[src/design/tcce_pkg.sv]
// ----------------------------------------------------------------------------
// tcce_pkg
// Types and constants shared by the text console cursor engine modules.
// ----------------------------------------------------------------------------
package tcce_pkg;

  localparam int MAX_PREFIX = 8;

  localparam logic CMD_PUT = 1'b0;
  localparam logic CMD_SET = 1'b1;

  localparam logic KIND_DRAW   = 1'b0;
  localparam logic KIND_SCROLL = 1'b1;

  localparam logic [7:0] CODE_BACKSPACE = 8'h08;
  localparam logic [7:0] CODE_NEWLINE   = 8'h0A;
  localparam logic [7:0] CODE_SPACE     = 8'h20;

  localparam logic [1:0] CFG_COLUMNS       = 2'd0;
  localparam logic [1:0] CFG_ROWS          = 2'd1;
  localparam logic [1:0] CFG_PREFIX_LENGTH = 2'd2;
  localparam logic [1:0] CFG_PREFIX_CHARS  = 2'd3;

  localparam logic [7:0] RESET_COLUMNS = 8'd80;
  localparam logic [7:0] RESET_ROWS    = 8'd25;

  typedef struct packed {
    logic       cmd;
    logic [7:0] char_code;
    logic [7:0] set_column;
    logic [7:0] set_row;
  } req_item_t;

  typedef struct packed {
    logic       kind;
    logic [7:0] cell_column;
    logic [7:0] cell_row;
    logic [7:0] glyph;
    logic       last;
  } rsp_item_t;

  typedef struct packed {
    logic [7:0]  columns;
    logic [7:0]  rows;
    logic [3:0]  prefix_length;
    logic [63:0] prefix_chars;
  } cfg_t;

  // One classified request: an optional draw, an optional scroll, then a
  // run of prefix draws on one row.
  typedef struct packed {
    logic       has_draw;
    logic [7:0] draw_column;
    logic [7:0] draw_row;
    logic [7:0] draw_glyph;
    logic       has_scroll;
    logic [3:0] prefix_count;
    logic [7:0] prefix_row;
  } job_t;

endpackage

[src/design/tcce_front.sv]
// ----------------------------------------------------------------------------
// tcce_front
// Owns the cursor; classifies each request into at most one job descriptor.
// ----------------------------------------------------------------------------
module tcce_front
  import tcce_pkg::*;
(
  input  logic      clk,
  input  logic      rst,
  input  cfg_t      cfg,
  input  logic      accept,
  input  req_item_t req_item,
  output logic      push,
  output job_t      job
);

  logic [7:0] cursor_column, cursor_column_next;
  logic [7:0] cursor_row, cursor_row_next;

  logic [3:0] limit;
  logic [7:0] limit8;
  logic [8:0] col_inc;
  logic [8:0] row_inc;
  logic       col_wrap;
  logic       row_hit;
  logic [7:0] nl_row;
  logic       job_valid;

  always_comb begin
    limit    = (cfg.prefix_length > 4'(MAX_PREFIX)) ? 4'(MAX_PREFIX) : cfg.prefix_length;
    limit8   = {4'b0, limit};
    col_inc  = {1'b0, cursor_column} + 9'd1;
    row_inc  = {1'b0, cursor_row} + 9'd1;
    col_wrap = col_inc >= {1'b0, cfg.columns};
    row_hit  = row_inc >= {1'b0, cfg.rows};
    nl_row   = row_hit ? cursor_row : row_inc[7:0];

    job                = '0;
    job.draw_row       = cursor_row;
    job.prefix_row     = nl_row;
    job_valid          = 1'b0;
    cursor_column_next = cursor_column;
    cursor_row_next    = cursor_row;

    if (req_item.cmd == CMD_SET) begin
      cursor_column_next = req_item.set_column;
      cursor_row_next    = req_item.set_row;
    end else begin
      unique case (req_item.char_code)
        CODE_NEWLINE: begin
          job.has_scroll     = row_hit;
          job.prefix_count   = limit;
          job_valid          = row_hit || (limit != 4'd0);
          cursor_column_next = limit8;
          cursor_row_next    = nl_row;
        end
        CODE_BACKSPACE: begin
          if (cursor_column > limit8) begin
            job.has_draw    = 1'b1;
            job.draw_column = cursor_column - 8'd1;
            job.draw_glyph  = CODE_SPACE;
            job_valid       = 1'b1;
            if (cursor_column >= cfg.columns) begin
              job.has_scroll     = row_hit;
              job.prefix_count   = limit;
              cursor_column_next = limit8 - 8'd1;
              cursor_row_next    = nl_row;
            end else begin
              cursor_column_next = cursor_column - 8'd1;
            end
          end
        end
        default: begin
          job.has_draw    = 1'b1;
          job.draw_column = cursor_column;
          job.draw_glyph  = req_item.char_code;
          job_valid       = 1'b1;
          if (col_wrap) begin
            job.has_scroll     = row_hit;
            job.prefix_count   = limit;
            cursor_column_next = limit8;
            cursor_row_next    = nl_row;
          end else begin
            cursor_column_next = col_inc[7:0];
          end
        end
      endcase
    end

    push = accept && job_valid;
  end

  always_ff @(posedge clk) begin
    if (rst) begin
      cursor_column <= '0;
      cursor_row    <= '0;
    end else if (accept) begin
      cursor_column <= cursor_column_next;
      cursor_row    <= cursor_row_next;
    end
  end

endmodule

[src/design/tcce_queue.sv]
// ----------------------------------------------------------------------------
// tcce_queue
// Small job queue between the front and the back.
// ----------------------------------------------------------------------------
module tcce_queue
  import tcce_pkg::*;
#(
  parameter int DEPTH = 2
) (
  input  logic clk,
  input  logic rst,
  input  logic push,
  input  job_t push_job,
  output logic full,
  input  logic pop,
  output logic head_valid,
  output job_t head
);

  localparam int PW = $clog2(DEPTH);
  localparam int CW = $clog2(DEPTH + 1);

  job_t          entries [DEPTH];
  logic [PW-1:0] wr_ptr;
  logic [PW-1:0] rd_ptr;
  logic [CW-1:0] count;

  assign full       = count == CW'(DEPTH);
  assign head_valid = count != '0;
  assign head       = entries[rd_ptr];

  always_ff @(posedge clk) begin
    if (push) begin
      entries[wr_ptr] <= push_job;
    end
  end

  always_ff @(posedge clk) begin
    if (rst) begin
      wr_ptr <= '0;
      rd_ptr <= '0;
      count  <= '0;
    end else begin
      if (push) begin
        wr_ptr <= (wr_ptr == PW'(DEPTH - 1)) ? '0 : wr_ptr + PW'(1);
      end
      if (pop) begin
        rd_ptr <= (rd_ptr == PW'(DEPTH - 1)) ? '0 : rd_ptr + PW'(1);
      end
      case ({push, pop})
        2'b10:   count <= count + CW'(1);
        2'b01:   count <= count - CW'(1);
        default: count <= count;
      endcase
    end
  end

endmodule

[src/design/tcce_back.sv]
// ----------------------------------------------------------------------------
// tcce_back
// Expands the head job into screen operations, one per cycle unless stalled by rsp_ready.
// ----------------------------------------------------------------------------
module tcce_back
  import tcce_pkg::*;
(
  input  logic        clk,
  input  logic        rst,
  input  logic [63:0] prefix_chars,
  input  logic        head_valid,
  input  job_t        head,
  output logic        pop,
  output logic        rsp_valid,
  input  logic        rsp_ready,
  output rsp_item_t   rsp_item
);

  logic [3:0] step;
  logic [3:0] total;
  logic [3:0] after_draw;
  logic [3:0] prefix_pos;
  logic [2:0] idx;
  logic       load;
  rsp_item_t  next_item;

  always_comb begin
    total      = {3'b0, head.has_draw} + {3'b0, head.has_scroll} + head.prefix_count;
    after_draw = step - {3'b0, head.has_draw};
    prefix_pos = after_draw - {3'b0, head.has_scroll};
    idx        = prefix_pos[2:0];
    next_item  = '0;
    if (head.has_draw && step == 4'd0) begin
      next_item.kind        = KIND_DRAW;
      next_item.cell_column = head.draw_column;
      next_item.cell_row    = head.draw_row;
      next_item.glyph       = head.draw_glyph;
    end else if (head.has_scroll && after_draw == 4'd0) begin
      next_item.kind = KIND_SCROLL;
    end else begin
      next_item.kind        = KIND_DRAW;
      next_item.cell_column = {5'b0, idx};
      next_item.cell_row    = head.prefix_row;
      next_item.glyph       = prefix_chars[{idx, 3'b000} +: 8];
    end
    next_item.last = step == (total - 4'd1);
    load = head_valid && (!rsp_valid || rsp_ready);
    pop  = load && next_item.last;
  end

  always_ff @(posedge clk) begin
    if (load) begin
      rsp_item <= next_item;
    end
  end

  always_ff @(posedge clk) begin
    if (rst) begin
      rsp_valid <= 1'b0;
      step      <= '0;
    end else begin
      if (load) begin
        rsp_valid <= 1'b1;
        step      <= next_item.last ? 4'd0 : step + 4'd1;
      end else if (rsp_ready) begin
        rsp_valid <= 1'b0;
      end
    end
  end

endmodule

[src/design/text_console_cursor_engine.sv]
// ----------------------------------------------------------------------------
// text_console_cursor_engine
// Text cursor control: turns character and set-cursor requests into draw
// and scroll operations.
// ----------------------------------------------------------------------------
// Order: a request's job is written into the queue at acceptance, and its
// operations are then loaded from the queue head into the output register.
// Throughput: one request per cycle while the job queue has room; the back
// sequencer emits one operation per cycle unless stalled by rsp_ready, and a
// request's job holds its queue slot until its last operation is loaded.
// Reset (rst, synchronous): cursor to 0,0, registers to 80 columns, 25 rows,
// empty prefix; queue and output register emptied.
// ----------------------------------------------------------------------------
module text_console_cursor_engine
  import tcce_pkg::*;
#(
  parameter int QUEUE_DEPTH = 2
) (
  input  logic        clk,
  input  logic        rst,
  input  logic        cfg_write,
  input  logic [1:0]  cfg_index,
  input  logic [63:0] cfg_data,
  input  logic        req_valid,
  output logic        req_ready,
  input  req_item_t   req_item,
  output logic        rsp_valid,
  input  logic        rsp_ready,
  output rsp_item_t   rsp_item
);

  cfg_t cfg;
  logic accept;
  logic push;
  job_t push_job;
  logic full;
  logic pop;
  logic head_valid;
  job_t head;

  // Configuration registers; the user must write them only while the engine is idle (not enforced here).
  always_ff @(posedge clk) begin
    if (rst) begin
      cfg.columns       <= RESET_COLUMNS;
      cfg.rows          <= RESET_ROWS;
      cfg.prefix_length <= '0;
      cfg.prefix_chars  <= '0;
    end else if (cfg_write) begin
      unique case (cfg_index)
        CFG_COLUMNS:       cfg.columns       <= cfg_data[7:0];
        CFG_ROWS:          cfg.rows          <= cfg_data[7:0];
        CFG_PREFIX_LENGTH: cfg.prefix_length <= cfg_data[3:0];
        CFG_PREFIX_CHARS:  cfg.prefix_chars  <= cfg_data;
        default:           cfg               <= cfg;
      endcase
    end
  end

  // Take a request whenever the queue can hold its job; the cursor moves at
  // acceptance, so the front waits on the back only when the queue is full.
  assign req_ready = !full;
  assign accept    = req_valid && req_ready;

  tcce_front u_front (
    .clk      (clk),
    .rst      (rst),
    .cfg      (cfg),
    .accept   (accept),
    .req_item (req_item),
    .push     (push),
    .job      (push_job)
  );

  // Buffer classified jobs so that long prefix runs drain on their own.
  tcce_queue #(
    .DEPTH (QUEUE_DEPTH)
  ) u_queue (
    .clk        (clk),
    .rst        (rst),
    .push       (push),
    .push_job   (push_job),
    .full       (full),
    .pop        (pop),
    .head_valid (head_valid),
    .head       (head)
  );

  // Expand the head job and hold each operation until it is taken.
  tcce_back u_back (
    .clk          (clk),
    .rst          (rst),
    .prefix_chars (cfg.prefix_chars),
    .head_valid   (head_valid),
    .head         (head),
    .pop          (pop),
    .rsp_valid    (rsp_valid),
    .rsp_ready    (rsp_ready),
    .rsp_item     (rsp_item)
  );

`ifndef SYNTHESIS
  // A pending operation that is not the last one leaves its job in the queue.
  a_job_held: assert property (@(posedge clk) disable iff (rst)
    (rsp_valid && !rsp_item.last) |-> head_valid)
    else $error("job left the queue before its last operation");

  // A set-cursor request never creates a job.
  a_set_no_job: assert property (@(posedge clk) disable iff (rst)
    (accept && req_item.cmd == CMD_SET) |-> !push)
    else $error("set-cursor request queued a job");

  // Only a present job can be retired.
  a_pop_valid: assert property (@(posedge clk) disable iff (rst)
    pop |-> head_valid)
    else $error("pop from an empty queue");

  // A new job always lands in a queue with room.
  a_push_room: assert property (@(posedge clk) disable iff (rst)
    push |-> !full)
    else $error("push into a full queue");
`endif

endmodule
[config.mk]
export PLATFORM = sky130hd
export DESIGN_NAME = text_console_cursor_engine
export DESIGN_NICKNAME = d
export VERILOG_FILES = /design/src/design/tcce_pkg.sv /design/src/design/tcce_front.sv /design/src/design/tcce_queue.sv /design/src/design/tcce_back.sv /design/src/design/text_console_cursor_engine.sv
export SDC_FILE = /design/constraint.sdc
export NUM_CORES = 1
export LEC_CHECK = 0
export BUFFER_PORTS_ARGS = -buffer_cell sky130_fd_sc_hd__buf_2
export CAP_MARGIN = 20
export CORE_ASPECT_RATIO = 0.7
export CORE_MARGIN = 1
export CORE_UTILIZATION = 40
export CTS_BUF_LIST = sky130_fd_sc_hd__clkbuf_4 sky130_fd_sc_hd__clkbuf_8
export CTS_CLUSTER_SIZE = 8
export DETAILED_ROUTE_END_ITERATION = 8
export SLEW_MARGIN = 20
export SYNTH_ARGS = -nofsm -noshare
export SYNTH_HDL_FRONTEND = slang
export SYNTH_SLANG_ARGS = --single-unit
[constraint.sdc]
create_clock -name clk -period 9.19 [get_ports clk]
set_clock_uncertainty 0.05 [all_clocks]
set_input_delay 1.838 -clock clk [delete_from_list [all_inputs] [get_ports clk]]
set_output_delay 1.838 -clock clk [all_outputs]
set_load 0.01 [all_outputs]
==> results by stage, run 1 <==
Critical path:
- The worst path arrival time is 4.82 ns.
- Walking the worst path, the cells encountered are ha_1 > and3_1 > and3_1 > xor2_1 > ha_1 > nand4_1 > a221oi_1 > nor3_1 > or3_1 > inv_1 > buf_4.
- The type of the worst setup path is reg2reg.
- The required time reported for the critical path endpoint is 9.34 ns.
- The reg-to-reg startpoint is u_front.cursor_row[0].
- In this run the worst path has a maximum fanout of 20.
- The element type at the critical path end is a flop.
- The first element of the critical path is u_front.cursor_row[0].
- The critical path's largest stage delay is 0.72 ns.
- The cell with the largest stage delay on the worst path is sky130_fd_sc_hd__a221oi_1.
- The category of the worst setup path launch point is a flop.

Clock tree:
- The number of clock buffers inserted by TritonCTS is 36.
- The H-tree was split into 2 levels.
- The buffer cell driving the clock tree root is sky130_fd_sc_hd__clkbuf_8.
- The clock passes through at most 3 buffers.
- The clock slew seen by the registers of the worst setup and hold paths is 0.07 ns.
- The clock net in this run drives a total of 212 sinks.
- After clock tree synthesis, the flow added hold-fix buffers numbering 0.
- Gates resized during post-CTS repair numbered 0.
- The setup fix buffers added after clock tree synthesis is 0.
- Clock latency on the worst-skew pair, taken at its later pin, is 0.54 ns.
- The clock tree from TritonCTS is built.

Synth:
- The sequential fraction of the synthesis area is 0.505.
- The post-synthesis share of cell area spent on full adders, half adders and majority gates is 0.0536.
- Counting flops with an async set or reset pin after synthesis yields a share of 0.
- The number of nets handed over by synthesis was 1160.
- Synthesis instantiated 73 different standard cells from the library.
- By instance count, the leading cell after synthesis is sky130_fd_sc_hd__nand2_1.
- By area the synthesized netlist is led by sky130_fd_sc_hd__edfxtp_1 (29%), sky130_fd_sc_hd__dfxtp_1 (21%), sky130_fd_sc_hd__nand2_1 (6.3%).
- The synthesized instance count is 1020.
- The cell type with the highest aggregate area in the netlist is sky130_fd_sc_hd__edfxtp_1.
- The top flip-flop cell by instance count after synthesis is sky130_fd_sc_hd__dfxtp_1.
- The dominant combinational cell family by area after synthesis is simple AND/OR/NAND/NOR gates.
- In this run, synthesis inferred 102 flip-flops with an integrated enable.
- Of the total synthesized cell area, the portion taken by XOR and XNOR cells is 0.0333.
- Summing every instance area after synthesis gives approximately 0.010 mm².
- The number of warning messages in the yosys log is 0.
- The mux contribution to synthesized area is 0.0954.
- The number of storage elements in the synthesis netlist is 212.
- Counting instances in the post-synthesis netlist gives the leading cell types as sky130_fd_sc_hd__nand2_1 (174), sky130_fd_sc_hd__dfxtp_1 (110), sky130_fd_sc_hd__edfxtp_1 (102).
- Of the total synthesized cell area, the portion taken by AND, OR, NAND and NOR gates is 0.148.
- The complex-gate fraction of the synthesized area is 0.125.
- The post-synthesis area per instance is roughly 10 µm².
- The area share of the largest cell type after synthesis is 0.294.

STA:
- The number of pins exceeding their max-slew limit in the final report is 0.
- Of the available clock period, the critical path in the final layout requires 0.508.
- In this run the tightest slew margin relative to its limit is 0.321.
- At the pin with the least slew margin, the transition time is between 1 and 1.5 ns.
- The setup TNS is 0 ns.
- The hold violation total from the final report came to 0.
- Setup repair after global routing left no endpoint under its margin.
- The final period demand of the worst path is 4.67 ns.
- The number of setup violations in the final report is 0.
- Static timing analysis puts the maximum clock frequency at 214 MHz.

Routing:
- The per-cell routed wire length is ~19 µm.
- After detailed routing, the number of remaining DRC violations is 0.
- After detailed routing, the total wire length is 27800 µm.
- The length of routed met2 wiring is 11800 µm.
- The met1 wire length is 14000 µm.
- The number of optimization iterations in the first detailed-route pass is 5.
- In this run, the number of DRC markers left after iteration 0 of detailed routing was about 700.
- The remaining antenna violation count after routing is 0.
- The average vias per placed instance is 5.46.
- The routed design uses 1570 µm of met3 wire.
- The top layer reached by signal wires is met4.
- The via total after detailed routing is 8113.

GRT:
- The first global-routing pass estimated 43300 µm of wire.
- The combined global-route utilization of all metal layers is 0.210.
- The total congestion overflow after global routing is 0.
- The number of global-route vias before repair is 7659.
- Entering global routing, the biggest net connects 85 pins.
- The initial antenna violation count came to 0.

Die:
- The core region is 0.0256 mm².
- The die outline area is about 0.027 mm².
- The initialized floorplan defines 49 standard-cell rows.
- Pin placement for this block handled 124 I/O pins.
- The floorplan die height is 137 µm.
- The initial utilization of the core area, before any placement, comes to 0.407.
- The die is 195 µm wide.

Finish:
- Of the cells placed in the final design, the portion with a size suffix greater than 1 is 0.209.
- The area growth from synthesis to layout is 15.6%.
- 0 antenna diodes ended up in the layout.
- The fill cell total of the finished layout is 2448.
- The area occupied by multi-input gates is 0.00476 mm².
- Summing all flip-flop and latch instances after layout gives 0.00527 mm².
- At the end of the flow, the number of nets in the layout was 1267.
- The finished cells cover 0.0120 mm².

Place:
- Detailed placement finished with a half-perimeter wire length of 19300 µm.
- Input and output buffers added on the ports amount to roughly 120.
- The post-place instance area is 0.0113 mm².
- Routability-driven placement finished with a final weighted congestion of 0.891.

Power and ir drop:
- Power spread over the standard cell area amounts to between 150 and 200 mW/mm².
- In this run the static leakage power is 4.62 nW.
- Across the VDD grid, the largest voltage drop is 72.1 µV.

Status:
- The flow ran to the end, and the final reports show no timing, DRC or antenna violations.

Run:
- Across the run, the number of max-cap violations was 0.

Min path:
- The startpoint identified for the worst hold timing path is cfg[47].
- In this run the worst hold path is classified as reg2reg.
==> layout by cell type (no fill, tap or decap), drive strengths merged, types with 16 or more instances in the layout <==
cell / instances
nand2: 174
buf: 133
dfxtp: 110
edfxtp: 102
a21oi: 91
nor2: 73
clkbuf: 59
mux2i: 52
ha: 43
inv: 39
o21ai: 25
xor2: 19
xnor2: 18
o22ai: 17
mux4: 16
nand3: 16
nor3: 16
==> routing by layer <==
layer	track usage	vias up
met1	0.319	3933
met3	0.0355	43
met2	0.307	245
met5	0	-
met4	0.0494	0
li1	-	3892
==> cell type report <==
class	count	share of cell area
sequential	212	0.437
multi-input combinational	706	0.395
clock buffer	59	0.0596
timing repair buffer	133	0.0586
tap	331	0.0344
inverter	38	0.0118
clock inverter	7	0.00291
==> critical path: cells and delay by family (launching register included) <==
kind | cells | cell delay, ns
flops | 1 | 0.52
compound gates | 1 | 0.72
xor+xnor | 1 | 0.12
fa+ha+maj | 2 | 0.59
buf+inv | 2 | 1.04
simple gates | 5 | 1.29
==> kinds of logic after synthesis <==
group | after synthesis
and+or+nand+nor | 344
DFF | 212
AOI/OAI and AO/OA | 202
buffers and inverters | 102
muxes | 78
adders and majority gates | 44
xor gates and xnor gates | 38
==> sequential cells by signal (all words and copies together), names as in the netlist, named ones only <==
| register | flops |
|---|---|
| cfg | 84 |
| u_back.rsp_item | 26 |
| u_back.rsp_valid | 1 |
| u_back.step | 4 |
| u_front.cursor_column | 8 |
| u_front.cursor_row | 8 |
| u_queue.count | 2 |
| u_queue.entries | 76 |
| u_queue.rd_ptr | 1 |
| u_queue.wr_ptr | 1 |
==> final timing paths <==
path / endpoint / slack (ns) / cells after the start
worst min register to register: cfg[47] / 0.40 / 2
worst max register to register: u_queue.entries[0][35] / 4.52 / 11
worst min-delay path: cfg[47] / 0.40 / 2
worst max-delay path: u_queue.entries[0][35] / 4.52 / 11
==> stage by stage <==
step	utilization	worst slack [ns]	total power, mW	hold slack (ns)	std cells
floorplan	-	4.24	1.38	0.370	1020
global placement	0.440	4.49	1.51	0.391	1419
detailed placement	0.440	4.45	1.52	0.398	1420
CTS	0.470	4.56	2.40	0.406	1486
global route	0.470	4.20	2.50	0.425	1486
finish	0.470	4.52	2.38	0.403	1486
==> power by group <==
part           internal (mW)  leakage, nW  switching [mW]  total (mW)
clock network          0.495        0.406           0.389       0.884
registers               1.05         1.87          0.0358        1.09
logic                  0.162         2.34           0.247       0.409
total                   1.71         4.62           0.672        2.38
No activity file was read; power rests on OpenSTA's default activity.
==> inputs of run 2 (changes only) <==
Clock period 9.19 ns to 4.4 ns, I/O delays scaled along.
==> run 2 against run 1 <==
  * Wire length decreased by 1.4%
  * Largest power group unchanged
  * Combinational power increased by 110%
  * First-iteration DRC count decreased by 12%
  * Maximum frequency increased by 16%
  * Sequential power increased by 110%
  * Global-route usage decreased by 0.43 points
  * Critical path depth increased by 4
==> results by stage, run 2 (synthesis gave the netlist of run 1 again) <==
Die:
- The horizontal extent of the die is 195 µm (unchanged).
- The core footprint is 0.0256 mm² (unchanged).
- The number of cell rows is 49 (unchanged).
- The floorplan die height came to 137 µm (unchanged).
- The number of primary I/O pins came to 124 (unchanged).
- The starting density of the core is 0.407 (unchanged).
- The die outline area was 0.0267 mm² (unchanged).

Place:
- The number of port buffers is 123 (unchanged).
- The half-perimeter wire length after detailed placement is 19400 µm (+0.35%).
- The placer's final routability congestion estimate is 0.923 (+3.6%).
- The pre-CTS setup slack is 0.393 ns (-4.06 ns).

Power and ir drop:
- The maximum vdd drop was 155 µV (+110%).
- The sequential cell fraction of total power is 0.447 (-0.010).
- The switching power total is 1.39 mW (+110%).
- The clock power share came to 0.381 (+0.010).
- The share of total power in combinational logic is 0.172 (about the same).
- The power density over cell area is 417 mW/mm² (+110%).
- The design internal power is 3.68 mW (+120%).
- The leakage power total is 4.69 nW (+1.6%).
- The proportion of total power due to net switching is 0.274 (-0.00780).

Status:
- The run finished with clean final reports.

Routing:
- The per-cell routed wire length is 18.3 µm (-2.1%).
- The wire length on met3 is 2000 µm (+27%).
- The wire length after detailed routing is 27400 µm (-1.4%).
- The via total after detailed routing is 8098 (-0.18%).
- The initial detailed-routing violation count is 618 (-12%).
- The final routed DRC violation total is 0 (unchanged).
- After detailed routing, no signal wire sits above met4.
- The number of optimization iterations in the first detailed-route pass is 5 (unchanged).
- The length of routed met2 wiring was 11600 µm (-1.9%).
- The met1 wire length is 13400 µm (-4.2%).
- The remaining antenna violation count after routing was 0 (unchanged).
- The average vias per placed instance is 5.41 (-0.85%).

Clock tree:
- The later-pin clock latency in the skew report came to 0.53 ns (about the same).
- The tree is rooted in a sky130_fd_sc_hd__clkbuf_8.
- The number of buffers on the longest clock path is 3 (unchanged).
- The clock slew seen by the registers of the worst setup and hold paths was 0.06 ns (about the same).
- The number of instances resized during post-cts repair is 0 (unchanged).
- The number of hold buffers added after CTS is 0 (unchanged).
- The setup fix buffers added after clock tree synthesis was 0 (unchanged).
- The total number of clock tree sinks came to 212 (unchanged).
- The number of clock buffers inserted by TritonCTS is 37 (+2.8%).
- The clock tree from TritonCTS is built.
- The maximum level of the CTS H-tree is 2 (unchanged).

Critical path:
- The category of the worst setup path launch point is a flop.
- STA classifies the critical path endpoint as a flop.
- Walking the worst path, the cells encountered are mux2_2 > ha_1 > inv_1 > ha_1 > inv_1 > ha_1 > fa_1 > xor2_1 > xnor3_1 > nor4_1 > nand2_1 > inv_1 > ha_1 > or3_1 > a21oi_1.
- Among all stages on the critical path, the largest delay is contributed by sky130_fd_sc_hd__dfxtp_2.
- The largest driver fanout on the critical path was 11 (-45%).
- The required time reported for the critical path endpoint is 4.80 ns (-4.54 ns).
- The critical path's largest stage delay was 0.52 ns (-0.20 ns).
- The worst setup path is of the reg2reg kind.
- The path depth of the worst reg2reg path came to 15 (+4).
- By instance count, the cell type seen most on the critical path is sky130_fd_sc_hd__ha_1.
- The worst path arrival time came to 4.42 ns (-0.40 ns).

Run:
- The number of violations of the max-capacitance limit came to 0 (unchanged).

Finish:
- The number of nets in the layout is 1279 (+0.95%).
- The final antenna diode count is 0 (unchanged).
- Relative to the synthesized area, the layout overhead comes to 16.8%.
- Leaving out fill and tap cells, the most frequent cells in the layout are sky130_fd_sc_hd__nand2_1 (174), sky130_fd_sc_hd__buf_2 (122), sky130_fd_sc_hd__dfxtp_1 (109).
- The flip-flop count of the largest register after layout was 84 (unchanged).
- The largest registers in the layout are cfg (84), u_queue.entries (76), u_back.rsp_item (26).
- Leaving out fill and tap cells, the most frequent cell in the layout is sky130_fd_sc_hd__nand2_1.
- The share of final-layout standard cells stronger than drive strength 1 is 0.217 (+0.00851).
- The register with the highest flop count is cfg.

STA:
- The setup TNS is 0 ns (unchanged).
- The number of pins exceeding their max-slew limit in the final report is 0 (unchanged).
- The actual transition at the worst max-transition pin is 1.11 ns (+0.0932 ns).
- The worst relative slew slack is 0.259 (-0.0622).
- The number of setup violations in the final report is 0 (unchanged).
- The maximum achievable frequency is 248 MHz (+16%).
- Setup repair after global routing left no endpoint under its margin.
- The slack of the critical path was 0.375 ns (-4.14 ns).
- The share of the clock period used by the worst path after layout is 0.915 (+0.407).
- The hold violation total from the final report is 0 (unchanged).
- The final period demand of the worst path is 4.03 ns (-0.645 ns).

Min path:
- The path type of the worst min-delay path is reg2reg.
- The cell depth of the worst hold path was 2 (unchanged).

GRT:
- The number of global-route vias before repair came to 7706 (+0.61%).
- The wire length of the first global-routing pass came to 42500 µm (-1.9%).
- The combined global-route utilization of all metal layers came to 0.205 (-0.00428).
- The total congestion overflow after global routing is 0 (unchanged).
- The initial antenna violation count was 0 (unchanged).
- The largest net degree at the start of global routing is 96 (+13%).
[run 2: changes by cell type in the layout (fill, tap and decap cells not counted), sizes merged]
cell      change
bufinv        +2
clkbuf        -2
clkinvlp      +1
inv           -1
buf          +11
clkinv        -1
[run 2: critical path: cells and delay by family (launching register included)]
kind	cells	cell delay, ns
compound gates	1	0.14
xor+xnor	2	0.53
fa+ha+maj	5	1.23
buf+inv	3	0.20
flops	1	0.52
mux	1	0.41
simple gates	3	0.86
[run 2: path summary, 6_finish.rpt]
check / startpoint / to / slack, ns
setup reg to reg: flop / u_queue.count[1] / 0.37
hold / removal: cfg[37] / cfg[37] / 0.40
setup / recovery: flop / u_queue.count[1] / 0.37
hold reg to reg: cfg[37] / cfg[37] / 0.40
[run 2: metal layers]
metal | vias to the layer above | GRT usage
met5 | - | 0
met4 | 0 | 0.0507
met3 | 34 | 0.0446
met2 | 216 | 0.299
met1 | 3931 | 0.307
li1 | 3917 | -
[run 2: through the flow]
step           hold slack (ns)  cells   util  power (mW)  cell area [µm²]
2_1_floorplan            0.370   1020      -        2.88            10400
3_3_place_gp             0.392   1431  0.444        3.17            11400
3_5_place_dp             0.396   1431  0.444        3.18            11400
4_1_cts                  0.405   1496  0.475        5.13            12200
5_1_grt                  0.421   1496  0.475        5.30            12200
6_report                 0.402   1496  0.475        5.07            12200
[run 2: power groups by stage]
stage          Clock (mW)  Sequential, mW  Combinational [mW]
2_1_floorplan           0            2.30               0.579
3_3_place_gp            0            2.31               0.861
3_5_place_dp            0            2.31               0.872
4_1_cts              1.98            2.27               0.876
5_1_grt              2.06            2.28               0.959
6_report             1.93            2.27               0.871
[run 2: final cells by class]
class	count	area, µm²
clock inverters	8	103
inverters	38	143
repair buffers	144	788
clock buffers	57	697
well taps	331	414
fillers	2431	13500
multi-input cells	706	4760
flip-flops and latches	212	5270
==> inputs of run 3 (changes only) <==
Settings changed: ABC_AREA from default to 1, PLACE_DENSITY from default to 0.6.
==> run 3 against run 2 <==
  * Worst hold slack got worse by 0.0059 ns
  * Combinational power increased by 45%
  * Clock power decreased by 4%
  * Total power increased by 7.2%
  * Largest cell class unchanged
  * Via count increased by 9.7%
==> results by stage, run 3 <==
STA:
- Setup repair after global routing left no endpoint under its margin.
- The worst relative slew slack is 0.490 (+0.232).
- The maximum achievable frequency came to 273 MHz (+9.8%).
- The final period demand of the worst path is 3.67 ns (-0.360 ns).
- The number of setup violations in the final report is 0 (unchanged).
- The share of the clock period used by the worst path after layout is 0.833 (-0.0818).
- The number of pins exceeding their max-slew limit in the final report is 0 (unchanged).
- The setup TNS is 0 ns (unchanged).
- The hold violation total from the final report is 0 (unchanged).
- The actual transition at the worst max-transition pin came to 0.759 ns (-0.353 ns).

Clock tree:
- The clock tree from TritonCTS is built.
- The number of buffers on the longest clock path is 3 (unchanged).
- The buffer cell driving the clock tree root is sky130_fd_sc_hd__clkbuf_8.
- The number of clock buffers inserted by TritonCTS was 36 (-2.7%).
- The clock slew seen by the registers of the worst setup and hold paths came to 0.06 ns (about the same).
- The setup fix buffers added after clock tree synthesis is 0 (unchanged).
- The later-pin clock latency in the skew report is 0.56 ns (+0.03 ns).
- The number of instances resized during post-cts repair is 0 (unchanged).
- The number of hold buffers added after CTS is 0 (unchanged).
- The total number of clock tree sinks is 212 (unchanged).
- The maximum level of the CTS H-tree is 2 (unchanged).

Critical path:
- The setup path with the least slack is of type reg2reg.
- The element type at the critical path end is a flop.
- The worst path arrival time is 3.79 ns (-0.63 ns).
- The category of the worst setup path launch point is a flop.
- The required time reported for the critical path endpoint is 4.53 ns (-0.27 ns).
- The largest driver fanout on the critical path came to 38 (+27).

Finish:
- The number of nets in the layout came to 1560 (+22%).
- The fraction of the core area covered by cells at the end of the flow came to 0.479 (+0.00423).
- The count of non-filler cells in the finished layout is 1804 (+21%).
- The register with the most flip-flops in the final layout is cfg.
- In the layout the commonest cells are sky130_fd_sc_hd__nand2_1 (259), sky130_fd_sc_hd__inv_1 (171), sky130_fd_sc_hd__a21oi_1 (138).
- The flip-flop count of the largest register after layout is 84 (unchanged).
- The largest registers in the layout are cfg (84), u_queue.entries (76), u_back.rsp_item (26).
- Leaving out fill and tap cells, the most frequent cell in the layout is sky130_fd_sc_hd__nand2_1.
- The final antenna diode count is 0 (unchanged).
- The area overhead of the layout relative to synthesis is 15.9%.
- The share of final-layout standard cells stronger than drive strength 1 is 0.170 (-0.0472).

Routing:
- The final routed DRC violation total is 0 (unchanged).
- The number of optimization iterations in the first detailed-route pass was 5 (unchanged).
- The wire length after detailed routing came to 28500 µm (+4.2%).
- The initial detailed-routing violation count is 568 (-8.1%).
- The remaining antenna violation count after routing is 0 (unchanged).
- The via total after detailed routing is 8883 (+9.7%).
- The average vias per placed instance is 4.92 (-9.0%).
- The per-cell routed wire length is 15.8 µm (-14%).

Die:
- The core footprint is 0.0261 mm² (+1.7%).
- The number of cell rows came to 49 (unchanged).
- The horizontal extent of the die is 198 µm (+1.7%).
- The die outline area was 0.0276 mm² (+3.3%).
- The starting density of the core is 0.413 (+0.00680).
- The number of primary I/O pins was 124 (unchanged).
- The floorplan die height was 139 µm (+1.6%).

Synth:
- The post-synthesis area per instance is 8.27 µm² (-19%).
- The combined area of all synthesized cells is 0.0108 mm² (+3.4%).
- The number of storage elements in the synthesis netlist is 212 (unchanged).
- The count of unique library cells instantiated by Yosys came to 46 (-37%).
- By area the synthesized netlist is led by sky130_fd_sc_hd__edfxtp_1 (28%), sky130_fd_sc_hd__dfxtp_1 (20%), sky130_fd_sc_hd__nand2_1 (9.0%).
- The area share of the largest cell type after synthesis is 0.284 (-0.00960).
- The share of synthesized flip-flops with an asynchronous set or reset is 0 (unchanged).
- The synthesized instance count is 1302 (+28%).
- The top flip-flop cell by instance count after synthesis is sky130_fd_sc_hd__dfxtp_1.
- The number of warning messages in the yosys log is 0 (unchanged).
- The leading cell type by number of instances after synthesis is sky130_fd_sc_hd__nand2_1.
- Sorting the synthesized cells by how often they occur yields sky130_fd_sc_hd__nand2_1 (259), sky130_fd_sc_hd__inv_1 (171), sky130_fd_sc_hd__a21oi_1 (139).
- The sequential fraction of the synthesis area is 0.489 (-0.0165).
- The number of enable flip-flop cells after synthesis is 102 (unchanged).
- The cell type with the highest aggregate area in the netlist is sky130_fd_sc_hd__edfxtp_1.
- The number of nets in the synthesized netlist came to 1442 (+24%).

Power and ir drop:
- The post-layout total power is 5.43 mW (+7.2%).
- The power density over cell area is 435 mW/mm² (+4.5%).
- The maximum vdd drop was 168 µV (+8.9%).
- The leakage power total is 5.36 nW (+14%).

Run:
- The number of violations of the max-capacitance limit is 0 (unchanged).

Place:
- The number of port buffers is 123 (unchanged).
- The half-perimeter wire length after detailed placement is 20700 µm (+6.6%).
- The count of placed standard cells including taps was 1739 (+22%).
- The placer's final routability congestion estimate is 0.929 (+0.64%).

GRT:
- The combined global-route utilization of all metal layers was 0.209 (+0.00342).
- The total congestion overflow after global routing was 0 (unchanged).
- The number of global-route vias before repair is 8294 (+7.6%).
- The largest net degree at the start of global routing came to 66 (-31%).
- The initial antenna violation count came to 0 (unchanged).
- The wire length of the first global-routing pass came to 44800 µm (+5.4%).

Status:
- The run finished with clean final reports.

Min path:
- In this run the worst hold path is classified as reg2reg.
-- run 3: cell count changes in the layout (fill, tap and decap cells not counted), sizes merged, moves of 17 or more --
cell,previous run,this run
a21oi,91,140
nand2,174,266
inv,38,175
o21ai,25,122
o211ai,5,24
o22ai,17,0
nand3,16,41
nor2,73,113
mux2i,52,10
-- run 3: cell families after synthesis --
family          share of synthesized area
fa+ha+maj                          0.0518
mux                               0.00929
xor+xnor                           0.0203
compound gates                      0.154
buf+inv                            0.0853
simple gates                        0.191
flops                               0.489
-- run 3: metal layers --
metal	track usage	routed length, µm
met1	0.325	14600
met2	0.289	11600
met3	0.0356	1650
met4	0.0661	635
met5	0	0
-- run 3: layout make-up --
| type | count | area (µm²) |
|---|---|---|
| multi-input cells | 854 | 4620 |
| clock inverters | 9 | 86.3 |
| repair buffers | 139 | 736 |
| clock buffers | 56 | 664 |
| well taps | 357 | 447 |
| fillers | 2612 | 13600 |
| flip-flops and latches | 212 | 5270 |
| inverters | 177 | 666 |
-- run 3: critical path, cell delays in order (launching register included) --
cell and delay [ns]:
sky130_fd_sc_hd__dfxtp_1 0.44, sky130_fd_sc_hd__ha_1 0.22, sky130_fd_sc_hd__nand3_1 0.12, sky130_fd_sc_hd__inv_1 0.10, sky130_fd_sc_hd__nand3_1 0.08, sky130_fd_sc_hd__xor2_1 0.16
sky130_fd_sc_hd__inv_1 0.09, sky130_fd_sc_hd__ha_1 0.31, sky130_fd_sc_hd__nand2_1 0.06, sky130_fd_sc_hd__nand3b_1 0.17, sky130_fd_sc_hd__inv_1 0.07, sky130_fd_sc_hd__nand3_1 0.29
sky130_fd_sc_hd__nand4_1 0.23, sky130_fd_sc_hd__nand2_1 0.09, sky130_fd_sc_hd__nand2_1 0.14, sky130_fd_sc_hd__nand2_1 0.11, sky130_fd_sc_hd__nor2_4 0.09, sky130_fd_sc_hd__buf_4 0.44
-- run 3: final timing paths --
check | end | depth (start not counted) | slack [ns] | from
worst max-delay path | u_queue.entries[0][7] | 17 | 0.73 | u_front.cursor_row[0]
worst min-delay path | cfg[57] | 2 | 0.40 | cfg[57]
worst max register to register | u_queue.entries[0][7] | 17 | 0.73 | u_front.cursor_row[0]
worst min register to register | cfg[57] | 2 | 0.40 | cfg[57]
-- run 3: through the flow --
stage | instance area [µm²] | worst slack, ns | hold slack [ns]
2_1_floorplan | 10800 | 0.187 | 0.370
3_3_place_gp | 11700 | 0.886 | 0.385
3_5_place_dp | 11700 | 0.777 | 0.388
4_1_cts | 12500 | 0.754 | 0.398
5_1_grt | 12500 | 0.414 | 0.416
6_report | 12500 | 0.735 | 0.397
-- run 3: power by group --
part           switching, mW  internal [mW]  total (mW)
registers             0.0744           2.25        2.32
logic                  0.828          0.428        1.26
clock network          0.827           1.03        1.86
total                   1.73           3.71        5.43
